### src/hw/rtl/fpss_pkg.sv
// ============================================================================
// fpss_pkg
// Shared constants and types of the five-point stencil sweep.
// ============================================================================
package fpss_pkg;

    localparam int unsigned MAX_DIM_DEF = 1024;
    localparam int unsigned MIN_DIM     = 3;
    localparam int unsigned GRID_W      = 11;
    localparam int unsigned DATA_W      = 32;
    localparam int unsigned IDX_W       = 10;
    localparam int unsigned Q_DEPTH     = 4;
    localparam int unsigned OUT_TDATA_W = 56;

    // stencil sum, magnitude split and product widths
    localparam int unsigned PAIR_W = DATA_W + 1;
    localparam int unsigned SUM_W  = DATA_W + 3;
    localparam int unsigned FRAC_W = 16;
    localparam int unsigned HI_W   = SUM_W - FRAC_W;
    localparam int unsigned PHI_W  = HI_W + DATA_W;
    localparam int unsigned PLO_W  = FRAC_W + DATA_W;
    localparam int unsigned Q_W    = PHI_W + 1;

    localparam logic [GRID_W-1:0] GRID_RST  = 11'd1024;
    localparam logic [DATA_W-1:0] SCALE_RST = 32'd16384;
    localparam logic [DATA_W-1:0] SAT_POS   = 32'h7FFF_FFFF;
    localparam logic [DATA_W-1:0] SAT_NEG   = 32'h8000_0000;

    typedef enum logic [0:0] {
        REG_GRID_SIZE    = 1'b0,
        REG_SCALE_FACTOR = 1'b1
    } t_reg_idx;

    // what the front works out for each item
    typedef struct packed {
        logic [IDX_W-1:0] out_col;
        logic [IDX_W-1:0] out_row;
        logic             interior;
        logic             last;
    } t_tag;

    // one line-store entry: rows r-2 and r-1 of a column
    typedef struct packed {
        logic [DATA_W-1:0] above;
        logic [DATA_W-1:0] middle;
    } t_line;

endpackage

### src/hw/rtl/fpss_queue.sv
// ============================================================================
// fpss_queue
// Short item queue between front and back.
// ============================================================================
module fpss_queue #(
    parameter int unsigned W = 8
) (
    input  logic         i_clk,
    input  logic         i_rst_n,
    input  logic         i_push,
    input  logic         i_pop,
    input  logic [W-1:0] i_data,
    output logic [W-1:0] o_data,
    output logic         o_full,
    output logic         o_empty
);
    import fpss_pkg::*;

    localparam int unsigned PW   = $clog2(Q_DEPTH);
    localparam int unsigned CNTW = $clog2(Q_DEPTH+1);

    logic [W-1:0]    r_slot [Q_DEPTH];
    logic [PW-1:0]   r_wp, r_rp;
    logic [CNTW-1:0] r_cnt;
    logic            do_push, do_pop;

    assign o_full  = (r_cnt == CNTW'(Q_DEPTH));
    assign o_empty = (r_cnt == '0);
    assign o_data  = r_slot[r_rp];
    assign do_push = i_push & ~o_full;
    assign do_pop  = i_pop & ~o_empty;

    always_ff @(posedge i_clk) begin
        if (do_push) begin
            r_slot[r_wp] <= i_data;
        end
    end

    always_ff @(posedge i_clk) begin
        if (!i_rst_n) begin
            r_wp  <= '0;
            r_rp  <= '0;
            r_cnt <= '0;
        end else begin
            if (do_push) begin
                r_wp <= (r_wp == PW'(Q_DEPTH-1)) ? '0 : r_wp + 1'b1;
            end
            if (do_pop) begin
                r_rp <= (r_rp == PW'(Q_DEPTH-1)) ? '0 : r_rp + 1'b1;
            end
            if (do_push && !do_pop) begin
                r_cnt <= r_cnt + 1'b1;
            end else if (do_pop && !do_push) begin
                r_cnt <= r_cnt - 1'b1;
            end
        end
    end

endmodule

### config.mk
export PLATFORM = sky130hd
export DESIGN_NAME = fpss_queue
export DESIGN_NICKNAME = d
export VERILOG_FILES = /design/src/hw/rtl/fpss_pkg.sv /design/src/hw/rtl/fpss_queue.sv
export SDC_FILE = /design/constraint.sdc
export NUM_CORES = 1
export LEC_CHECK = 0
export ABC_AREA = 1
export BUFFER_PORTS_ARGS = -buffer_cell sky130_fd_sc_hd__buf_2
export CAP_MARGIN = 20
export CORE_MARGIN = 3
export CORE_UTILIZATION = 35
export DETAILED_ROUTE_END_ITERATION = 6
export SLEW_MARGIN = 10
export SYNTH_ARGS = -nofsm -noshare
export SYNTH_HDL_FRONTEND = slang
export SYNTH_SLANG_ARGS = --single-unit
### constraint.sdc
create_clock -name i_clk -period 1.95 [get_ports i_clk]
set_input_delay 0.195 -clock i_clk [delete_from_list [all_inputs] [get_ports i_clk]]
set_output_delay 0.195 -clock i_clk [all_outputs]
set_load 0.005 [all_outputs]
## Yosys cells after proc, flatten, opt, wreduce, memory -nomap -nowiden

Memory sizes are Yosys's and may differ from the RTL's. A register that Yosys moved wholly into a read port is not among the register bits.
Index checks and enable logic that the tools add are counted.

- $add $sub $neg: 4
- Multipliers: 0
- Divide/modulo/power cells: 0
- Order comparisons: 0
- Equality and inequality tests: 3
- Shift-type cells: 0
- Multiplexer cells: 8
- Bitwise gates (word level): 4
- Reduce and logical (&&, ||, !) cells: 6

Operators by type and width:

| kind | count |
|---|---|
| two-way mux 2 bit | 4 |
| two-way mux 3 bit | 2 |
| adder 2 x 1 -> 2 bit, second input constant | 2 |
| equality test 2 bit, second input constant | 2 |
| adder 3 x 1 -> 3 bit, second input constant | 1 |
| equality test 3 bit, second input constant | 1 |
| logical NOT 3 bit | 1 |
| subtractor 3 x 1 -> 3 bit, second input constant | 1 |
| AND 1 bit | 2 |
| logical AND 1 bit | 2 |
| logical NOT 1 bit | 2 |
| two-way mux 1 bit | 2 |
| NOT 1 bit | 2 |
| nonzero test 2 bit | 1 |

- Bits in registers: 7
- Latch bits: 0
- Memory bits (writable): 32
- Bits in read-only memories: 0
- Input port bits: 12
- Output and inout port bits: 10
- Word-level logic and storage cells: 29
- Memories kept: 1

Memory list:

| name | depth | width | read ports | clocked after Yosys merged registers in | write ports | RTL line | source |
|---|---|---|---|---|---|---|---|
| r_slot | 4 | 8 | 1 | 1 | 1 | fpss_queue.sv:22 | `logic [W-1:0] r_slot [Q_DEPTH];` |

## Depth between registers and ports, before layout

Gate-level depths: netlist of the first run.

- Word-level depth: 7
- Mapped depth: 13
- Gate-level depth less buffers: 13

## Worst setup path before layout of the first run

No wires, ideal clock.

- Path kind: register to register
- From: register r_cnt[1]
- To: register r_cnt[1]
- Library setup time: 116 ps
- Data arrival time: 1574 ps
- Required time: 1834 ps
- Slack: 260 ps
- Stages on the path, launching flop included: 10
- Buffers on the path: 0
- Period minus slack after synthesis: 1690 ps
- Path through: dfxtp_1 > nor2_1 > nand2_1 > nand2_2 > inv_1 > ha_1 > inv_1 > fa_1 > o21ai_0 > nor2_1

- Longest elaborated chain between the ends: 6
- Elaborated cells on any way between the ends: 15
- Those cells by class: add/sub (2); eq/ne (1); mux (2); bitwise (4); reduce/logical (6)

RTL lines:

| element | RTL line | source |
|---|---|---|
| start: declaration | fpss_queue.sv:24 | `logic [CNTW-1:0] r_cnt;` |
| start signal: assignment | fpss_queue.sv:52 | `r_cnt <= r_cnt + 1'b1;` |
| start signal: assignment | fpss_queue.sv:54 | `r_cnt <= r_cnt - 1'b1;` |
| equality test 3 bit * | fpss_queue.sv:27 | `assign o_full = (r_cnt == CNTW'(Q_DEPTH));` |
| NOT 1 bit * | fpss_queue.sv:30 | `assign do_push = i_push & ~o_full;` |
| AND 1 bit * | fpss_queue.sv:30 |  |
| via do_push | fpss_queue.sv:25 | `logic do_push, do_pop;` |
| logical NOT 1 bit | fpss_queue.sv:53 | `end else if (do_pop && !do_push) begin` |
| logical AND 1 bit | fpss_queue.sv:53 |  |
| nonzero test 2 bit (no line) | n/a |  |

The timed path passes the listed nets; every way through them passes the cells marked *. The select of a mux whose other input is x is not followed.
A chain may end at the register's enable or synchronous reset.

## Worst setup path in the final report of the first run

- From: register r_cnt[1]
- To: register r_cnt[2]

- Longest elaborated chain between the ends: 6
- Elaborated cells on any way between the ends: 15
- Those cells by class: add/sub (2); eq/ne (1); mux (2); bitwise (4); reduce/logical (6)

RTL lines:

| element |
|---|
| parallel branches: the longest is 6 deep, another holds subtractor 3 x 1 -> 3 bit |

Parallel ways; which one is timed is not known. The select of a mux whose other input is x is not followed.

==> out/results.txt, run 1 <==
The run gives 0 as the number of failing hold endpoints at the final stage. The number of inserted filler cells in the final layout came out at 436. The count of cells along the worst hold path came out at 1.

Global-route usage over all layers: 12.7%. Summing every instance area after synthesis gives 1690 um2. Class of the worst hold path: primary input to flop. Core outline area: 4500 um2. The count of port buffers added during placement was 21.

The cell sitting at the root of the clock tree is a sky130_fd_sc_hd__clkbuf_8. After layout, the design draws a total of 2.52 mW. Cells fill 43.8% of the core in the end. In this run the power density over the cells is 1280 nW/um2. The routed design has 3200 um of wire. The startpoint identified for the worst register-to-register timing path is r_cnt[1]. For this block, the initial DRC count from the detailed router was 47. Setup violations remaining at the end of the flow were counted as 0. Clock latency on the worst-skew pair, taken at its later pin, is 290 ps. The longest clock path from root to sink contains 2 buffers.

Measured along the y axis, the die boundary spans 75.5 um. The area of the multi-input gates is 463 um2, and the transition time at the pin with the least slew margin is 370 ps. For the final database, setup skew stands at 7.88 ps.

Entering global routing, the biggest net connects 17 pins. Static timing analysis puts the maximum clock frequency at 0.565 GHz. The run gives 5 as the total clock buffers created by CTS. STA classifies the critical path endpoint as a flop.

The horizontal extent of the die is 75.5 um, and the number of cell instances on the worst register-to-register path is 12. The sequential fraction of design power was 47.3%. The average via count per standard cell came out at 4.89.

In the layout the commonest cells are sky130_fd_sc_hd__nor2_1 (32), sky130_fd_sc_hd__edfxtp_1 (32), sky130_fd_sc_hd__buf_2 (21). The run gives 1960 ps as the arrival time reported for the critical path endpoint. The routed layout has 1139 vias. The H-tree generated during clock tree synthesis spans 2 levels. Global routing finished with a remaining overflow of 0. The final layout contains 199 nets.

The synthesized design contains 41 register bits. The cell at the slowest stage of the critical path is sky130_fd_sc_hd__fa_1. The analysis attributes to net switching a power of 0.848 mW. The full die area came out at 5710 um2. The tool flagged a number of max-cap violations equal to 0.

Worst supply voltage drop on vdd: 648 uV. Along the worst path, the maximum fanout reaches 5. The via count of the first global-routing pass came out at 1144. The first detailed-routing pass took 3 iterations. A synthesized cell averages 11.4 um2. Of the total power, the share spent switching nets is 33.6%.

The worst hold path begins at i_data[1]. The fraction of layout instances using a drive strength above 1 was 23.2%. The first global-routing pass estimated 5150 um of wire. The number of antenna violations at the first check in global routing is 0, and the internal cell power is 1.67 mW. The path with the worst hold slack has its endpoint at r_slot[3][1].

The detail-routed net length per standard cell was 13.7 um; the final setup TNS was 0 ps. The I/O pin count was 22. After legalization and detailed placement, the total HPWL measured 2250 um.

For the remaining max-slew budget at the tightest pin, the log shows 75.3%. At the worst endpoint, the required time is 2140 ps. The tools report the combinational cell fraction of total power as 32.0%. The flow ran to the end, and the final reports show no timing, DRC or antenna violations. The count of nets left with antenna violations once routing finished came out at 0.

Setup repair after global routing left no endpoint under its margin. For the clock share of power, the log shows 20.7%. The critical path contains buffers and inverters numbering 3 combined. Grouping stages by cell kind, the critical path spends the most delay in simple AND/OR/NAND/NOR gates. For the final weighted congestion in routability-driven placement, the log shows 0.740. TritonCTS built the clock tree. For the finished layout, the period the worst path requires is 1770 ps. Once the floorplan was initialized, standard cells occupied 37.6% of the core. The register-to-register setup slack was 180 ps. The post-route clock period utilization works out to 90.7%. The number of nets handed over by synthesis was 167. The number of warning messages in the yosys log was 0; the gate count after technology mapping was 148.

Traced cell by cell, the critical path runs through nor2_2 > nand2_1 > nand2_2 > ha_1 > inv_1 > fa_1 > inv_1 > nand2_1 > nand3_1 > nand2_1 > inv_1 > nor2_1. The clock drives 41 sinks. The repair_antennas step left the layout with diodes totalling 0.

For this run, design rule violations remaining after detail routing come to 0. For this design the static power due to leakage is 0.807 nW. In this run the critical register-to-register path is captured at r_cnt[2]. The critical path in this run is classified as flop to flop. The row count was 24. Summing the sequential cell areas from Yosys gives 67.4% of the chip area. The count of different cell masters after synthesis was 18. Longest individual stage delay on the worst path: 390 ps. The tools report the type of element launching the critical path as a flop. The clock-pin slew of the registers on the worst-case setup and hold paths is 80 ps, and the area growth from synthesis to final layout is 16.6%. The logs give 0 for the count of pins over their slew limit and 1140 um2 for the total area of sequential cells.
==> worst max-delay path by stage <==
| stage | slack [ps] | depth (start not counted) | start | to |
|---|---|---|---|---|
| final | 180 | 12 | r_cnt[1] | r_cnt[2] |
| after global routing | 10 | 12 | r_cnt[0] | r_cnt[2] |
| after CTS | 50 | 9 | r_cnt[1] | r_cnt[1] |
| after detailed placement | 70 | 9 | r_cnt[1] | r_cnt[1] |
| after global placement | 170 | 9 | r_cnt[1] | r_cnt[1] |
| after floorplan | 260 | 9 | r_cnt[1] | r_cnt[1] |
==> logic make-up (layout without fill, tap and decap cells) <==
family | Yosys count | in the layout | synth area share [%]
simple gates | 51 | 51 | 11.9
flops | 41 | 41 | 67.4
compound gates | 28 | 28 | 9.53
buf+inv | 21 | 54 | 5.54
fa+ha+maj | 7 | 7 | 5.62
==> per-layer routing <==
metal  GRT usage, %  vias to the layer above  wire, um
li1               -                      565         -
met1           13.8                      545      1350
met2           22.2                       22      1620
met3           3.69                        7       167
met4           6.60                        0        64
met5              0                        -         0
==> cell type report <==
| class | count | area share (%) |
|---|---|---|
| multi-input cells | 86 | 23.4 |
| inverters | 19 | 3.61 |
| clock inverters | 1 | 0.253 |
| repair buffers | 27 | 7.60 |
| clock buffers | 7 | 3.87 |
| well taps | 52 | 3.30 |
| flip-flops and latches | 41 | 57.9 |
==> cell usage after synthesis <==
master	n	share of area (%)
sky130_fd_sc_hd__nor2_1	33	7.3
sky130_fd_sc_hd__edfxtp_1	32	57
sky130_fd_sc_hd__inv_1	18	4.0
sky130_fd_sc_hd__nand2_1	14	3.1
sky130_fd_sc_hd__o21ai_0	14	4.1
sky130_fd_sc_hd__dfxtp_1	9	11
sky130_fd_sc_hd__o22ai_1	8	3.0
sky130_fd_sc_hd__ha_1	6	4.4
sky130_fd_sc_hd__o21ai_2	3	1.6
sky130_fd_sc_hd__a21oi_1	2	0.59
sky130_fd_sc_hd__buf_6	2	1.3
sky130_fd_sc_hd__fa_1	1	1.2
sky130_fd_sc_hd__inv_2	1	0.22
sky130_fd_sc_hd__nand2_2	1	0.37
sky130_fd_sc_hd__nand3_1	1	0.30
sky130_fd_sc_hd__nand3b_1	1	0.44
sky130_fd_sc_hd__nand4_1	1	0.37
sky130_fd_sc_hd__o21ai_1	1	0.30
==> power groups by stage <==
stage / registers (mW) / logic, mW / clock network [mW]
finish: 1.19 / 0.808 / 0.522
global route: 1.21 / 0.942 / 0.569
CTS: 1.18 / 0.807 / 0.539
detailed placement: 1.20 / 0.800 / 0
global placement: 1.19 / 0.753 / 0
floorplan: 1.17 / 0.532 / 0
==> per-stage QoR <==
stage	instance area, um2	cells	worst slack (ps)	hold WS (ps)
global route	1970	233	14.3	120
finish	1970	233	181	120
floorplan	1690	148	260	294
detailed placement	1880	224	71.8	418
CTS	1960	232	51.5	115
global placement	1880	224	174	405
==> what timing repair did <==
item / in CTS / in global routing
setup endpoints to repair: 0 / 2
hold buffers: 0 / 0
buffers inserted: 0 / 1
gates resized for setup: 0 / 5
==> state kept, by name, indices dropped and copies added (netlist names), named ones only <==
register,flops
r_cnt,3
r_rp,2
r_slot,32
r_wp,2
Note: power is estimated with default switching activity, not from simulation.
==> run 2, diff against run 1 <==
Clock period 1.95 ns to 2.1 ns, I/O delays scaled along.
==> out/results.txt, run 2 (same netlist as run 1, synthesis figures left out) <==
The setup check on the worst reg-to-reg path leaves a slack of 260 ps. The clock arrives with 4.26 ps of skew. The finished layout holds 232 standard cells, fillers aside. Adding up every negative setup slack in the final design gives 0 ps. The remaining max-slew budget at the tightest pin is 75.8%.

The run finished with clean final reports. Setup violations remaining at the end of the flow were counted as 0. Entering global routing, the biggest net connects 17 pins.

The detail-routed net length per standard cell is 13.4 um, and the arrival time reported for the critical path endpoint is 2020 ps. The initial utilization of the core area, before any placement, comes to 37.6%. The number of H-tree branching levels is 2.

The run gives 0 as the number of antenna violations at the first check in global routing. The worst path uses 87.4% of the clock period. After floorplanning, the core was divided into 24 placement rows. The I/O pin count is 22. Chip height: 75.5 um. The class of the worst hold path is primary input to flop.

The smallest clock period supported by the final layout is computed as 1840 ps. The total congestion overflow after global routing is 0, and the horizontal extent of the die is 75.5 um. Hold timing on the final database bottoms out at a slack of 137 ps.

In this run, the number of DRC markers left after iteration 0 of detailed routing was 40. The count of port buffers added during placement is 21, and the number of nets in the layout is 198. The biggest fanout along the worst timing path was 5. After clock tree synthesis, the clock-pin slew on the worst setup and hold paths is 70 ps. At the end of routability-driven placement, the weighted congestion stood at 0.737. The DRC violation count after routing is 0.

The number of failing hold endpoints at the final stage is 0. r_slot holds more flip-flops than any other register. The average via count per standard cell was 4.73.

The floorplan step defined a die boundary enclosing 5710 um2. Setup slack on the critical path of the routed design comes to 265 ps. The tools report the root buffer cell as sky130_fd_sc_hd__clkbuf_8.

Once layout is complete, the utilization of the core stands at 43.7%. Derived from the worst setup path, the maximum achievable clock frequency is 0.545 GHz. The tools report the total power as 2.34 mW. Dividing total power by cell area gives a power density of 1190 nW/um2. At the later pin of the worst-skew pair, clock insertion delay measures 280 ps. The clock net in this run drives a total of 41 sinks.

TritonCTS built the clock tree. The tools report the number of gates given a new drive strength after cts as 0. The transition time at the pin with the least slew margin came out at 363 ps. The count of pins over their slew limit came out at 0.

Buffers inserted to repair hold after CTS numbered 0. STA classifies the critical path startpoint as a flop. Summed over all cells, the static leakage comes to 0.804 nW.

The first global-routing pass estimated 4930 um of wire. The run gives 4 as the number of iterations in the first detailed-routing pass. The worst setup path is of the flop to flop kind. Summed over all layers, the routed wires come to 3110 um.

Setup repair after global routing left no endpoint under its margin. The run gives 4500 um2 as the core outline area. The tools report the buffer levels on the longest clock path as 2. The number of clock buffers added by TritonCTS is 5. The area growth from synthesis to layout is 16.3%.

The register with the most flip-flops in the layout has 32 of them. Global routing consumed, over all layers together, 12.0% of the routing resources. 0 antenna diodes ended up in the layout. The area after detailed placement was 1880 um2. In the layout the commonest cells are sky130_fd_sc_hd__nor2_1 (33), sky130_fd_sc_hd__edfxtp_1 (32), sky130_fd_sc_hd__buf_2 (21).

The final cell area excluding filler cells was 1970 um2. Detailed placement finished with a half-perimeter wire length of 2190 um. For the max-cap violation count, the log shows 0. The worst supply voltage drop on vdd is 578 uV, and the total vias in the final route is 1097. OpenSTA, run right after detailed placement, puts the worst setup slack at 263 ps. For the buffers inserted during post-CTS setup optimization, the log shows 0.

For the worst setup path, the data required time is 2290 ps. Most frequent standard cell in the layout excluding fill and tap cells: sky130_fd_sc_hd__nor2_1. In the final layout, the share of cells above drive strength 1 is 20.6%. STA classifies the critical path endpoint as a flop. Once detail routing completed, the nets flagged for antenna violations numbered 0. Via count of the first global-routing pass: 1112. The largest registers in the layout are r_slot: 32 flops, r_cnt: 3 flops. After detailed placement, the design holds a cell count of 224.
run 2: worst paths after layout:
| kind | depth (start not counted) | start | to |
|---|---|---|---|
| worst max-delay path | 12 | r_cnt[1] | r_cnt[2] |
| worst min-delay path | 1 | i_data[2] | r_slot[2][2] |
| worst max register to register | 12 | r_cnt[1] | r_cnt[2] |
| worst min register to register | 2 | r_cnt[0] | r_cnt[0] |
run 2: power by group:
part	internal (mW)	total, mW	leakage, nW	switching (mW)
clock	0.268	0.510	0.0455	0.243
sequential	1.01	1.10	0.368	0.0901
combinational	0.294	0.733	0.391	0.439
run 2: layer usage:
layer | track usage [%] | routed length, um | up-vias
met1 | 13.0 | 1350 | 511
met4 | 4.66 | 34 | 0
met3 | 3.30 | 129 | 5
li1 | - | - | 561
met5 | 0 | 0 | -
met2 | 22.1 | 1600 | 20
run 2: critical path: stages, from the launching register on:
cell,delay (ps)
sky130_fd_sc_hd__dfxtp_1,340
sky130_fd_sc_hd__nor2_1,130
sky130_fd_sc_hd__nand2_1,90
sky130_fd_sc_hd__nand2_1,170
sky130_fd_sc_hd__ha_1,200
sky130_fd_sc_hd__inv_1,70
sky130_fd_sc_hd__fa_1,390
sky130_fd_sc_hd__inv_1,70
sky130_fd_sc_hd__nand2_1,60
sky130_fd_sc_hd__nand3_1,80
sky130_fd_sc_hd__nand2_1,50
sky130_fd_sc_hd__inv_1,50
sky130_fd_sc_hd__nor2_1,40
run 2: cell type report:
class / instances / area (um2)
fillers: 443 / 2540
flip-flops and latches: 41 / 1140
multi-input cells: 86 / 458
repair buffers: 26 / 143
clock buffers: 8 / 90.1
inverters: 19 / 71.3
well taps: 52 / 65.1
