### config.mk
export PLATFORM = sky130hd
export DESIGN_NAME = fpss_front
export DESIGN_NICKNAME = d
export VERILOG_FILES = /design/src/hw/rtl/fpss_pkg.sv /design/src/hw/rtl/fpss_front.sv
export SDC_FILE = /design/constraint.sdc
export NUM_CORES = 1
export LEC_CHECK = 0
export ABC_AREA = 1
export BUFFER_PORTS_ARGS = -buffer_cell sky130_fd_sc_hd__clkbuf_2
export CORE_AREA = 3 3 90 92
export DETAILED_ROUTE_END_ITERATION = 10
export DIE_AREA = 0 0 93 95
export PLACE_DENSITY = 0.62
export SYNTH_ARGS = -nofsm -noshare
export SYNTH_HDL_FRONTEND = slang
export SYNTH_SLANG_ARGS = --single-unit
export TNS_END_PERCENT = 10
### constraint.sdc
create_clock -name i_clk -period 5.6 [get_ports i_clk]
set_input_delay 1.12 -clock i_clk [delete_from_list [all_inputs] [get_ports i_clk]]
set_output_delay 1.12 -clock i_clk [all_outputs]
set_load 0.03 [all_outputs]
### src/hw/rtl/fpss_pkg.sv
// ============================================================================
// fpss_pkg
// Shared constants and types of the five-point stencil sweep.
// ============================================================================
package fpss_pkg;

    localparam int unsigned MAX_DIM_DEF = 1024;
    localparam int unsigned MIN_DIM     = 3;
    localparam int unsigned GRID_W      = 11;
    localparam int unsigned DATA_W      = 32;
    localparam int unsigned IDX_W       = 10;
    localparam int unsigned Q_DEPTH     = 4;
    localparam int unsigned OUT_TDATA_W = 56;

    // stencil sum, magnitude split and product widths
    localparam int unsigned PAIR_W = DATA_W + 1;
    localparam int unsigned SUM_W  = DATA_W + 3;
    localparam int unsigned FRAC_W = 16;
    localparam int unsigned HI_W   = SUM_W - FRAC_W;
    localparam int unsigned PHI_W  = HI_W + DATA_W;
    localparam int unsigned PLO_W  = FRAC_W + DATA_W;
    localparam int unsigned Q_W    = PHI_W + 1;

    localparam logic [GRID_W-1:0] GRID_RST  = 11'd1024;
    localparam logic [DATA_W-1:0] SCALE_RST = 32'd16384;
    localparam logic [DATA_W-1:0] SAT_POS   = 32'h7FFF_FFFF;
    localparam logic [DATA_W-1:0] SAT_NEG   = 32'h8000_0000;

    typedef enum logic [0:0] {
        REG_GRID_SIZE    = 1'b0,
        REG_SCALE_FACTOR = 1'b1
    } t_reg_idx;

    // what the front works out for each item
    typedef struct packed {
        logic [IDX_W-1:0] out_col;
        logic [IDX_W-1:0] out_row;
        logic             interior;
        logic             last;
    } t_tag;

    // one line-store entry: rows r-2 and r-1 of a column
    typedef struct packed {
        logic [DATA_W-1:0] above;
        logic [DATA_W-1:0] middle;
    } t_line;

endpackage

### src/hw/rtl/fpss_front.sv
// ============================================================================
// fpss_front
// Raster position tracking and item classification.
// ============================================================================
module fpss_front #(
    parameter int unsigned MAX_DIM = fpss_pkg::MAX_DIM_DEF
) (
    input  logic                          i_clk,
    input  logic                          i_rst_n,
    input  logic [$clog2(MAX_DIM+1)-1:0]  i_eff_size,
    input  logic                          i_accept,
    input  logic                          i_grid_start,
    output logic [$clog2(MAX_DIM)-1:0]    o_col,
    output fpss_pkg::t_tag                o_tag
);
    import fpss_pkg::*;

    localparam int unsigned CW = $clog2(MAX_DIM);
    localparam int unsigned NW = $clog2(MAX_DIM+1);

    logic [CW-1:0]       r_row, r_col;
    logic [CW-1:0]       n_row, n_col;
    logic [CW-1:0]       cur_row, cur_col, row_m1, col_m1;
    logic [NW-1:0]       size_m1, row_inc, col_inc;
    logic [CW+IDX_W-1:0] row_ext, col_ext;
    logic                restart;

    // out-of-range position (grid shrunk) restarts like an explicit start
    assign restart = i_grid_start | (NW'(r_row) >= i_eff_size) | (NW'(r_col) >= i_eff_size);
    assign cur_row = restart ? '0 : r_row;
    assign cur_col = restart ? '0 : r_col;

    assign size_m1 = i_eff_size - 1'b1;
    assign row_inc = NW'(cur_row) + 1'b1;
    assign col_inc = NW'(cur_col) + 1'b1;

    always_comb begin
        n_row = cur_row;
        n_col = CW'(col_inc);
        if (col_inc >= i_eff_size) begin
            n_col = '0;
            n_row = (row_inc >= i_eff_size) ? '0 : CW'(row_inc);
        end
    end

    // centre of the window sits one row up, one column left
    assign row_m1  = cur_row - 1'b1;
    assign col_m1  = cur_col - 1'b1;
    assign row_ext = (CW+IDX_W)'(row_m1);
    assign col_ext = (CW+IDX_W)'(col_m1);

    assign o_col            = cur_col;
    assign o_tag.out_row    = row_ext[IDX_W-1:0];
    assign o_tag.out_col    = col_ext[IDX_W-1:0];
    assign o_tag.interior   = (NW'(cur_row) >= NW'(2)) && (NW'(cur_col) >= NW'(2));
    assign o_tag.last       = (NW'(cur_row) == size_m1) && (NW'(cur_col) == size_m1);

    always_ff @(posedge i_clk) begin
        if (!i_rst_n) begin
            r_row <= '0;
            r_col <= '0;
        end else if (i_accept) begin
            r_row <= n_row;
            r_col <= n_col;
        end
    end

endmodule

# [Word-level counts from Yosys, hierarchy flattened]
# Index checks and enable logic that the tools add are counted.
[totals] word_cells=24 input_bits=15 reg_bits=20 output_inout_bits=32
[op_classes] n_lt_le_gt_ge=6 muxes=5 n_addsub=5 n_bitwise=2 n_reduce_logical=2 eq_ne=2
[ops] cell="$mux W10" count=5
[ops] cell="$add A10 B1 Y11 const B" count=2
[ops] cell="$eq A10 B11 Y1" count=2
[ops] cell="$ge A10 B11 Y1" count=2
[ops] cell="$ge A11 B11 Y1" count=2
[ops] cell="$ge A10 B2 Y1 const B" count=2
[ops] cell="$sub A10 B1 Y10 const B" count=2
[ops] cell="$sub A11 B1 Y11 const B" count=1
[ops] cell="$logic_and A1 B1 Y1" count=2
[ops] cell="$or A1 B1 Y1" count=2

# [Longest topological paths before layout]
# Gate-level depths: netlist of run 1.
[logic_depth] word_depth=8 ltp_mapped=32 depth_no_buf=31

# [Worst setup path before layout of run 1]
# OpenSTA, ideal clock, no wires.
[synth_timing] path_type="input -> register" startpoint="in i_eff_size[6]" endpoint="reg r_row[6]" t_arrival_ps=4841 required_ps=5530 setup_time_ps=70 n_path_buf=1 slack_ps=689 stages=26 path_cell_list="inv_1 ha_1 nand2_1 inv_1 a21oi_1 nand2_1 nand2_1 nand2_1 nor2_4 buf_6 nand2_1 inv_1 ha_1 inv_1 nor3_4 nand3_1 nand2_1 inv_1 ha_1 nand3_1 or3_1 nand4_1 inv_1 nor3_1 nand3_1 a21oi_1"
[synth_lines] item="start: declaration" line_no="fpss_front.sv:10" text="input logic [$clog2(MAX_DIM+1)-1:0] i_eff_size,"
[synth_lines] item="$ge A10 B11 Y1" line_no="fpss_front.sv:29" text="assign restart = i_grid_start | (NW'(r_row) >= i_eff_size) | (NW'(r_col) >= i_eff_size);"
[synth_lines] item="$or A1 B1 Y1" line_no="fpss_front.sv:29"
[synth_lines] item="$or A1 B1 Y1 *" line_no="fpss_front.sv:29"
[synth_lines] item="$mux W10 *" line_no="fpss_front.sv:31" text="assign cur_col = restart ? '0 : r_col;"
[synth_lines] item="named net o_col[1]" line_no="fpss_front.sv:13" text="output logic [$clog2(MAX_DIM)-1:0] o_col,"
[synth_lines] item="$add A10 B1 Y11 *" line_no="fpss_front.sv:35" text="assign col_inc = NW'(cur_col) + 1'b1;"
[synth_lines] item="$ge A11 B11 Y1 *" line_no="fpss_front.sv:40" text="if (col_inc >= i_eff_size) begin"
[synth_lines] item="$mux W10 *" line_no="fpss_front.sv:40"
[synth_lines] item="end signal: assignment" line_no="fpss_front.sv:63" text="r_row <= n_row;"
[synth_lines] item="end: declaration" line_no="fpss_front.sv:21" text="logic [CW-1:0] r_row, r_col;"
# The timed path passes the listed nets; every way through them passes the cells marked *.
# A chain may end at the register's enable or synchronous reset.

==> impl_metrics.json, run 1 <==
{
  "status": "completed",
  "synth.largest_area_cell": "ha_1",
  "cp-end-kind": "output port",
  "dp.cells": 683,
  "dieArea_mm2": 0.00884,
  "htreeDepth": 1,
  "clockRootBuffer": "clkbuf_8",
  "tightest_slew_ns": 0.557,
  "timing.fmax_mhz": 188,
  "synth.most_common_cell": "nand2_1",
  "fp-row-count": 31,
  "synthTopCellsByCount": "nand2_1, inv_1, ha_1, nand3_1, nor2_1",
  "synth.distinct_cells": 37,
  "ant_nets": 0,
  "worst_ep_required_time_ns": 4.48,
  "yosysTopAreaCellShare_pct": 18.9,
  "nets": 654,
  "vias": 3670,
  "fin_worst_skew_ns": 0.00358,
  "drtIter0Drc": 397,
  "startpoint_type": "input port",
  "synth_flop_cell": "dfxtp_1",
  "cpMostUsedCell": "nand2_1",
  "crit_fanout": 16,
  "clockBufferDepth": 2,
  "via_per_inst": 5.35,
  "num_io_pins": 47,
  "clkTransAtPathRegs_ns": 0.07,
  "pwr-share-clk_pct": 24.6,
  "port_buffers": 46,
  "avgSynthCellArea_um2": 6.16,
  "power_density_mw_per_mm2": 106,
  "die_w_um": 93,
  "area_growth_pct": 11.7,
  "drt_pass1_iterations": 5,
  "rsz0062_at_grt": "true",
  "switching_share_pct": 39.1,
  "period_minus_slack_ns": 5.31,
  "synth_edf_count": 0,
  "cts_tree": "done",
  "relSlewSlack_pct": 62.8,
  "hpwl_um": 8740,
  "clock-sinks": 20,
  "tns_ns": 0,
  "drv_slew": 0,
  "power_switching_uw": 154,
  "synth_nets": 604,
  "clk-insertion-delay-late_ns": 0.26,
  "cts_buffers": 3,
  "synth_warnings": 0,
  "synth.ff_latch_count": 20,
  "gp_congestion": 0.984,
  "period_share_pct": 94.8,
  "grt_pass1_vias": 3292,
  "grt_max_degree": 17,
  "cpPeakStageDelay_ns": 0.30,
  "p_leak_uw": 0.00205,
  "p_comb_share_pct": 37.6,
  "seq_area_frac_synth_pct": 12.1,
  "layout-drive-gt1-share_pct": 14.8,
  "fin_cells": 686,
  "initial_utilization_pct": 45.5,
  "dieHeight_um": 95,
  "setup_viol": 0,
  "antenna_found_initial": 0,
  "holdBufCountCts": 0,
  "grt_use_total_pct": 24.4,
  "crit_chain": "clkbuf_2, inv_1, ha_1, nand2_1, inv_1, a21oi_1, nand2_1, nand2_1, nand2_1, nor2_4, buf_4, nand2_2, inv_2, buf_4, ha_1, nand4_1, a21oi_1, nand3_1, nor2_1, nand2_1, nor2_1, clkbuf_2",
  "fp.coreArea_mm2": 0.00729,
  "critical_path_class": "input port to output port",
  "power_frac_seq_pct": 37.8,
  "cp_slowest_cell": "ha_1",
  "synthCells": 539,
  "synth.area.top_cells": "ha_1, nand2_1, dfxtp_1",
  "antennaDiodeCount": 0,
  "crit_arrival_ns": 4.19,
  "drt-total-wl_um": 10600,
  "synth_area_mm2": 0.00332,
  "avgRoutedWirePerCell_um": 15.5,
  "async_reset_ff_share_pct": 0,
  "min_path_type": "flip-flop to flip-flop",
  "grt-ovfl-total": 0,
  "drc": 0,
  "grt_pass1_wl_um": 17000,
  "ir_drop_mv": 0.0702,
  "final_hold_viol_count": 0,
  "p_int_uw": 239,
  "max-cap-violations": 0,
  "finalPower_uw": 393
}
-- worst max-delay path, delay by kind of cell --
| kind | cells | cell delay, ns |
|---|---|---|
| buffers and inverters | 7 | 1.12 |
| adders and majority gates | 2 | 0.45 |
| AOI/OAI and AO/OA | 2 | 0.31 |
| and+or+nand+nor | 11 | 1.19 |
-- worst paths after layout --
kind,startpoint,depth (start not counted),slack [ns],end
max,i_eff_size[6],22,0.29,o_tag[0]
min,r_col[0]$_SDFFE_PN0P_,2,0.50,r_col[0]$_SDFFE_PN0P_
max reg2reg,r_col[6]$_SDFFE_PN0P_,24,1.17,r_row[9]$_SDFFE_PN0P_
min reg2reg,r_col[0]$_SDFFE_PN0P_,2,0.50,r_col[0]$_SDFFE_PN0P_
-- stage by stage --
stage / hold WS [ns] / setup WS, ns / util [%] / area (µm²)
floorplan: 0.459 / 0.689 / - / 3320
global placement: 0.475 / 0.324 / 50.2 / 3660
detailed placement: 0.482 / 0.191 / 50.2 / 3660
CTS: 0.494 / 0.359 / 50.8 / 3700
global route: 0.525 / -0.0264 / 50.8 / 3710
finish: 0.496 / 0.292 / 50.8 / 3710
-- cells in the final DEF (no fill, tap or decap) --
cell type | synthesis | layout
o21a_1 | 2 | 2
nor2_2 | 8 | 8
o211ai_1 | 2 | 2
xnor2_1 | 8 | 8
clkbuf_2 | 0 | 46
nand2_1 | 140 | 140
nor3b_1 | 1 | 1
o21ai_1 | 2 | 2
nand2_4 | 2 | 2
nand3b_1 | 1 | 1
nand3_1 | 46 | 46
nor4_1 | 2 | 2
nor3_2 | 2 | 3
nand2_2 | 6 | 6
nor3_1 | 4 | 3
inv_2 | 7 | 7
nor2_4 | 2 | 2
and3_1 | 1 | 1
o21bai_1 | 1 | 1
buf_4 | 1 | 6
nor3_4 | 1 | 1
xor2_1 | 24 | 24
ha_1 | 50 | 50
a21oi_1 | 34 | 34
and2_1 | 4 | 4
o21ai_0 | 19 | 19
inv_1 | 74 | 74
or3_1 | 1 | 1
a211oi_1 | 1 | 1
nor2_1 | 44 | 44
clkbuf_8 | 0 | 3
nand4_1 | 18 | 18
dfxtp_1 | 20 | 20
a31oi_1 | 1 | 1
nand3_2 | 3 | 3
o31ai_1 | 1 | 1
-- kinds of logic after synthesis --
family / after synthesis / share of synthesized area [%]
AND/OR/NAND/NOR: 286 / 39.7
adder cells (fa/ha/maj): 50 / 18.9
XOR/XNOR: 32 / 8.45
flip-flops: 20 / 12.1
buffers and inverters: 88 / 10.9
AO/OA/AOI/OAI: 63 / 10.1
-- state kept, by name, summed over array words and instances (netlist names) --
name   count
r_col     10
r_row     10
-- power groups by stage --
stage	combinational, µW	sequential, µW	clock [µW]
finish	148	148	96.8
global route	164	149	105
CTS	146	148	98.4
detailed placement	146	152	0
global placement	144	152	0
floorplan	106	150	0
-- routing by layer --
metal	up-vias	global-route usage (%)	routed length [µm]
met1	1686	35.5	5380
met5	-	0	0
met4	0	5.25	80
met2	125	39.0	4580
met3	7	2.39	584
li1	1852	-	-
-- layout make-up --
class	count	area, µm²
fillers	786	3580
clock buffers	3	41.3
well taps	99	124
repair buffers	52	275
multi-input cells	431	2560
inverters	81	304
flip-flops and latches	20	400
-- what timing repair did --
| item | 4_1_cts | 5_1_grt |
|---|---|---|
| setup buffers | 0 | 0 |
| resized for setup | 0 | 1 |
| setup endpoints to repair | 0 | 2 |
(Power assumes the default switching activity.)
==> run 2, diff against run 1 <==
BUFFER_PORTS_ARGS = -buffer_cell sky130_fd_sc_hd__buf_4   (was -buffer_cell sky130_fd_sc_hd__clkbuf_2)
CORE_AREA = 3 3 79 81   (was 3 3 90 92)
DIE_AREA = 0 0 82 84   (was 0 0 93 95)
PLACE_DENSITY = 0.79   (was 0.62)
==> impl_metrics.json, run 2 (synthesis results as in run 1) <==
{
  "rsz0062_at_grt": "false",
  "worstHoldStart": "r_col[0]$_SDFFE_PN0P_",
  "drv_slew": 0,
  "critical_path.top_delay_family": "simple AND/OR/NAND/NOR gates",
  "worstSetupPathDepth": 23,
  "drt-total-wl_um": 10300,
  "cp_slowest_cell": "nor4_1",
  "clk-insertion-delay-late_ns": 0.26,
  "cts_tree": "done",
  "num_io_pins": 47,
  "gp_congestion": 1.00,
  "antenna_found_initial": 0,
  "rrSetupSlack_ns": 1.23,
  "cpPeakStageDelay_ns": 0.37,
  "grt_max_degree": 16,
  "grt_use_total_pct": 30.8,
  "mostFrequentLayoutCells": "nand2_1, inv_1, buf_4, ha_1, nand3_1",
  "period_share_pct": 90.5,
  "max-cap-violations": 0,
  "fp.coreArea_mm2": 0.00554,
  "port_buffers": 46,
  "cts_buffers": 3,
  "fp-row-count": 27,
  "clock-sinks": 20,
  "avgRoutedWirePerCell_um": 15.6,
  "p_leak_uw": 0.00209,
  "final_hold_viol_count": 0,
  "power_frac_seq_pct": 37.0,
  "setup_viol": 0,
  "final_common_cell": "nand2_1",
  "cts_setup_buffers": 0,
  "antennaDiodeCount": 0,
  "ir_drop_mv": 0.0659,
  "htreeDepth": 1,
  "drt_pass1_iterations": 5,
  "via_per_inst": 5.74,
  "clockBufferDepth": 2,
  "critical_path_class": "input port to flip-flop",
  "p_comb_share_pct": 39.1,
  "crit_arrival_ns": 5.26,
  "ctsResizeCount": 0,
  "grt_pass1_vias": 3445,
  "path_buf_inv": 4,
  "period_minus_slack_ns": 5.07,
  "relSlewSlack_pct": 66.5,
  "ant_nets": 0,
  "power_density_mw_per_mm2": 105,
  "pwr-share-clk_pct": 23.8,
  "area_growth_pct": 14.7,
  "worst_ep_required_time_ns": 5.79,
  "cp-startpoint": "i_eff_size[6]",
  "power_switching_uw": 153,
  "dieHeight_um": 84,
  "dieArea_mm2": 0.00689,
  "crit_fanout": 9,
  "die_w_um": 82,
  "p_int_uw": 248,
  "reg2reg_from": "r_col[5]$_SDFFE_PN0P_",
  "finalPower_uw": 401,
  "reg2reg_depth": 23,
  "nets": 657,
  "fin_worst_skew_ns": 0.00253,
  "tns_ns": 0,
  "drc": 0,
  "hpwl_um": 8490,
  "clkTransAtPathRegs_ns": 0.07,
  "vias": 3799,
  "top_regs": "r_col: 10 flops, r_row: 10 flops",
  "clockRootBuffer": "clkbuf_8",
  "min_path_type": "flip-flop to flip-flop",
  "switching_share_pct": 38.2,
  "startpoint_type": "input port",
  "tightest_slew_ns": 0.503,
  "cp-end-kind": "flip-flop",
  "grt_pass1_wl_um": 16700,
  "initial_utilization_pct": 59.9,
  "layout-drive-gt1-share_pct": 15.1,
  "hold_depth": 2,
  "timing.fmax_mhz": 197,
  "drtIter0Drc": 437,
  "status": "completed",
  "grt-ovfl-total": 0,
  "holdBufCountCts": 0,
  "crit_chain": "buf_4, inv_1, ha_1, a21oi_1, nand2_1, nand2_1, nand3_2, nor2_4, nand2_1, inv_1, ha_1, inv_1, nor2_2, nand4_1, nor4_1, ha_1, a21oi_1, o21a_1, and3_1, o31ai_1, nor2_1, nand3_1, a21oi_1"
}
-- run 2: cell types whose count changed in the layout (fill, tap and decap cells not counted), sizes merged --
cell and delta:
clkbuf -46, buf +49
-- run 2: layout make-up --
class	instances	area, µm²
Multi-Input combinational cell	431	2560
Inverter	81	304
Clock buffer	3	41.3
Tap cell	72	90.1
Sequential cell	20	400
Timing Repair Buffer	55	413
Fill cell	545	1730
-- run 2: final timing paths --
kind / end
min: r_col[0]$_SDFFE_PN0P_
min reg2reg: r_col[0]$_SDFFE_PN0P_
max reg2reg: r_row[9]$_SDFFE_PN0P_
max: r_row[9]$_SDFFE_PN0P_
-- run 2: power by group through the flow --
stage | Combinational (µW) | Clock, µW | Sequential [µW]
2_1_floorplan | 106 | 0 | 150
3_3_place_gp | 151 | 0 | 151
3_5_place_dp | 155 | 0 | 151
4_1_cts | 155 | 93.9 | 148
5_1_grt | 172 | 102 | 149
6_report | 157 | 95.6 | 148
-- run 2: routing by layer --
layer  share of wire [%]  routed length, µm  global-route usage [%]  vias up
met2                  43               4480                    47.2      236
met3                  11               1160                    5.62       15
met5                   0                  0                       0        -
li1                    -                  -                       -     1870
met1                  44               4550                    44.0     1678
met4                 1.5                155                    7.40        0
-- run 2: worst register-to-register path, delay by kind of cell (launching register included) --
kind	cells	cell delay (ns)
adders and majority gates	3	0.85
AOI/OAI and AO/OA	5	0.66
buffers and inverters	3	0.27
DFF	1	0.51
and+or+nand+nor	12	2.02
-- run 2: stage by stage --
stage          worst slack, ns  instance area (µm²)  instances  utilization [%]  hold slack, ns
5_1_grt                  0.129                 3810        662             68.7           0.517
3_3_place_gp             0.450                 3760        659             68.0           0.473
6_report                 0.531                 3810        662             68.7           0.500
3_5_place_dp             0.334                 3760        659             68.0           0.484
4_1_cts                  0.591                 3810        662             68.7           0.495
2_1_floorplan            0.689                 3320        539                -           0.459
==> run 3, diff against run 2 <==
BUFFER_PORTS_ARGS = default   (was -buffer_cell sky130_fd_sc_hd__buf_4)
CORE_AREA = 3 3 82 84   (was 3 3 79 81)
DIE_AREA = 0 0 85 87   (was 0 0 82 84)
DONT_BUFFER_PORTS = 1   (was default)
PLACE_DENSITY = 0.67   (was 0.79)
==> impl_metrics.json, run 3 (synthesis results as in run 1) <==
{
  "final_hold_viol_count": 0,
  "clockBufferDepth": 2,
  "layout-drive-gt1-share_pct": 11.0,
  "drt_pass1_iterations": 5,
  "crit_fanout": 10,
  "wl_met2_um": 4350,
  "regArea_um2": 400,
  "port_buffers": 0,
  "grt_max_degree": 16,
  "antenna_found_initial": 0,
  "dieHeight_um": 87,
  "crit_arrival_ns": 5.24,
  "drt-total-wl_um": 10200,
  "final_common_cell": "nand2_1",
  "relSlewSlack_pct": 58.6,
  "met1Wirelength_um": 4820,
  "reg2reg_from": "r_col[5]$_SDFFE_PN0P_",
  "worstHoldStart": "r_col[0]$_SDFFE_PN0P_",
  "finalPower_uw": 403,
  "ir_drop_mv": 0.102,
  "cp-end-kind": "flip-flop",
  "fp-row-count": 28,
  "avgRoutedWirePerCell_um": 16.0,
  "grt-ovfl-total": 0,
  "ant_nets": 0,
  "top_regs": "r_col: 10 flops, r_row: 10 flops",
  "drv_slew": 0,
  "initial_utilization_pct": 55.4,
  "power_switching_uw": 149,
  "dp.cells": 633,
  "num_io_pins": 47,
  "status": "completed",
  "reg2reg_depth": 24,
  "startpoint_type": "input port",
  "grt_pass1_vias": 3381,
  "area_growth_pct": 8.82,
  "grt_use_total_pct": 28.1,
  "nets": 628,
  "switching_share_pct": 36.9,
  "clockRootBuffer": "clkbuf_8",
  "clkTransAtPathRegs_ns": 0.08,
  "fin_worst_skew_ns": 0.00190,
  "fp.coreArea_mm2": 0.00599,
  "power_frac_seq_pct": 36.8,
  "drtIter0Drc": 236,
  "p_int_uw": 254,
  "cts_tree": "done",
  "setup_viol": 0,
  "die_w_um": 85,
  "via_per_inst": 5.68,
  "fin_util_pct": 60.3,
  "antennaDiodeCount": 0,
  "hold-path-endpoint": "r_col[0]$_SDFFE_PN0P_",
  "max-cap-violations": 0,
  "multi_input_area_mm2": 0.00256,
  "hpwl_um": 8480,
  "period_minus_slack_ns": 5.06,
  "clock-sinks": 20,
  "period_share_pct": 90.3,
  "power_density_mw_per_mm2": 112,
  "drc": 0,
  "clk-insertion-delay-late_ns": 0.26,
  "vias": 3618,
  "r2r_end": "r_col[6]$_SDFFE_PN0P_",
  "worst_ep_required_time_ns": 5.79,
  "cts_buffers": 3,
  "p_comb_share_pct": 35.3,
  "rrSetupSlack_ns": 1.07,
  "fin_cells": 637,
  "tightest_slew_ns": 0.619,
  "mostFrequentLayoutCells": "nand2_1, inv_1, ha_1, nand3_1, nor2_1",
  "rsz0062_at_grt": "false",
  "min_path_type": "flip-flop to flip-flop",
  "gp_congestion": 0.980,
  "wl_met3_um": 918,
  "maxUsedRoutingLayer": "met4",
  "n_fill_cell": 607,
  "cp-startpoint": "i_eff_size[2]",
  "hold_depth": 2,
  "grt_pass1_wl_um": 16700,
  "p_leak_uw": 0.00196,
  "htreeDepth": 1,
  "tns_ns": 0,
  "pwr-share-clk_pct": 28.0,
  "holdBufCountCts": 0,
  "critical_path_class": "input port to flip-flop",
  "timing.fmax_mhz": 198,
  "dieArea_mm2": 0.00740
}
-- run 3: layer usage --
layer,up-vias,GRT usage [%]
li1,1800,-
met1,1633,40.7
met2,172,44.4
met3,13,3.22
met4,0,6.62
met5,-,0
-- run 3: power groups by stage --
stage	logic, µW	registers [µW]	clock network [µW]
final	142	148	113
after CTS	141	148	112
after global routing	157	148	119
after global placement	139	151	0
after detailed placement	141	151	0
after floorplan	106	150	0
-- run 3: worst max-delay path, stage by stage --
cell and delay, ns:
inv_1 0.21, ha_1 0.31, a21oi_1 0.14, nand2_1 0.07, nand2_1 0.05, nand2_1 0.04, nand2_1 0.07, nand2_1 0.09
nor2_4 0.24, inv_1 0.18, nor2_4 0.12, ha_1 0.17, inv_1 0.08, nor3_4 0.23, nand3_1 0.17, nand2_1 0.10
inv_1 0.04, ha_1 0.31, a21oi_1 0.17, nor2_1 0.05, a211oi_1 0.17, nand4_1 0.27, nor2_1 0.53, nand3_1 0.16
a21oi_1 0.15
-- run 3: per-stage QoR --
stage / worst slack (ns) / instance area (µm²) / hold WS, ns
after CTS: 0.463 / 3610 / 0.494
after global placement: 0.237 / 3550 / 0.478
after global routing: 0.0735 / 3610 / 0.531
after floorplan: 0.689 / 3320 / 0.459
final: 0.545 / 3610 / 0.494
after detailed placement: 0.207 / 3550 / 0.482
-- run 3: how the worst max path moves through the flow --
stage | end | slack, ns
finish | r_col[6]$_SDFFE_PN0P_ | 0.54
global route | r_col[6]$_SDFFE_PN0P_ | 0.07
CTS | r_row[7]$_SDFFE_PN0P_ | 0.46
detailed placement | r_row[7]$_SDFFE_PN0P_ | 0.21
global placement | r_row[1]$_SDFFE_PN0P_ | 0.24
floorplan | r_row[6]$_SDFFE_PN0P_ | 0.69
-- run 3: timing repair --
action,CTS,global route
resized for setup,0,1
setup buffers,0,0
setup endpoints to repair,0,2
-- run 3: layout make-up --
type	count	area share, %
Multi-Input combinational cell	431	71.0
Sequential cell	20	11.1
Inverter	81	8.42
Timing Repair Buffer	26	5.41
Tap cell	75	2.60
Clock buffer	4	1.52
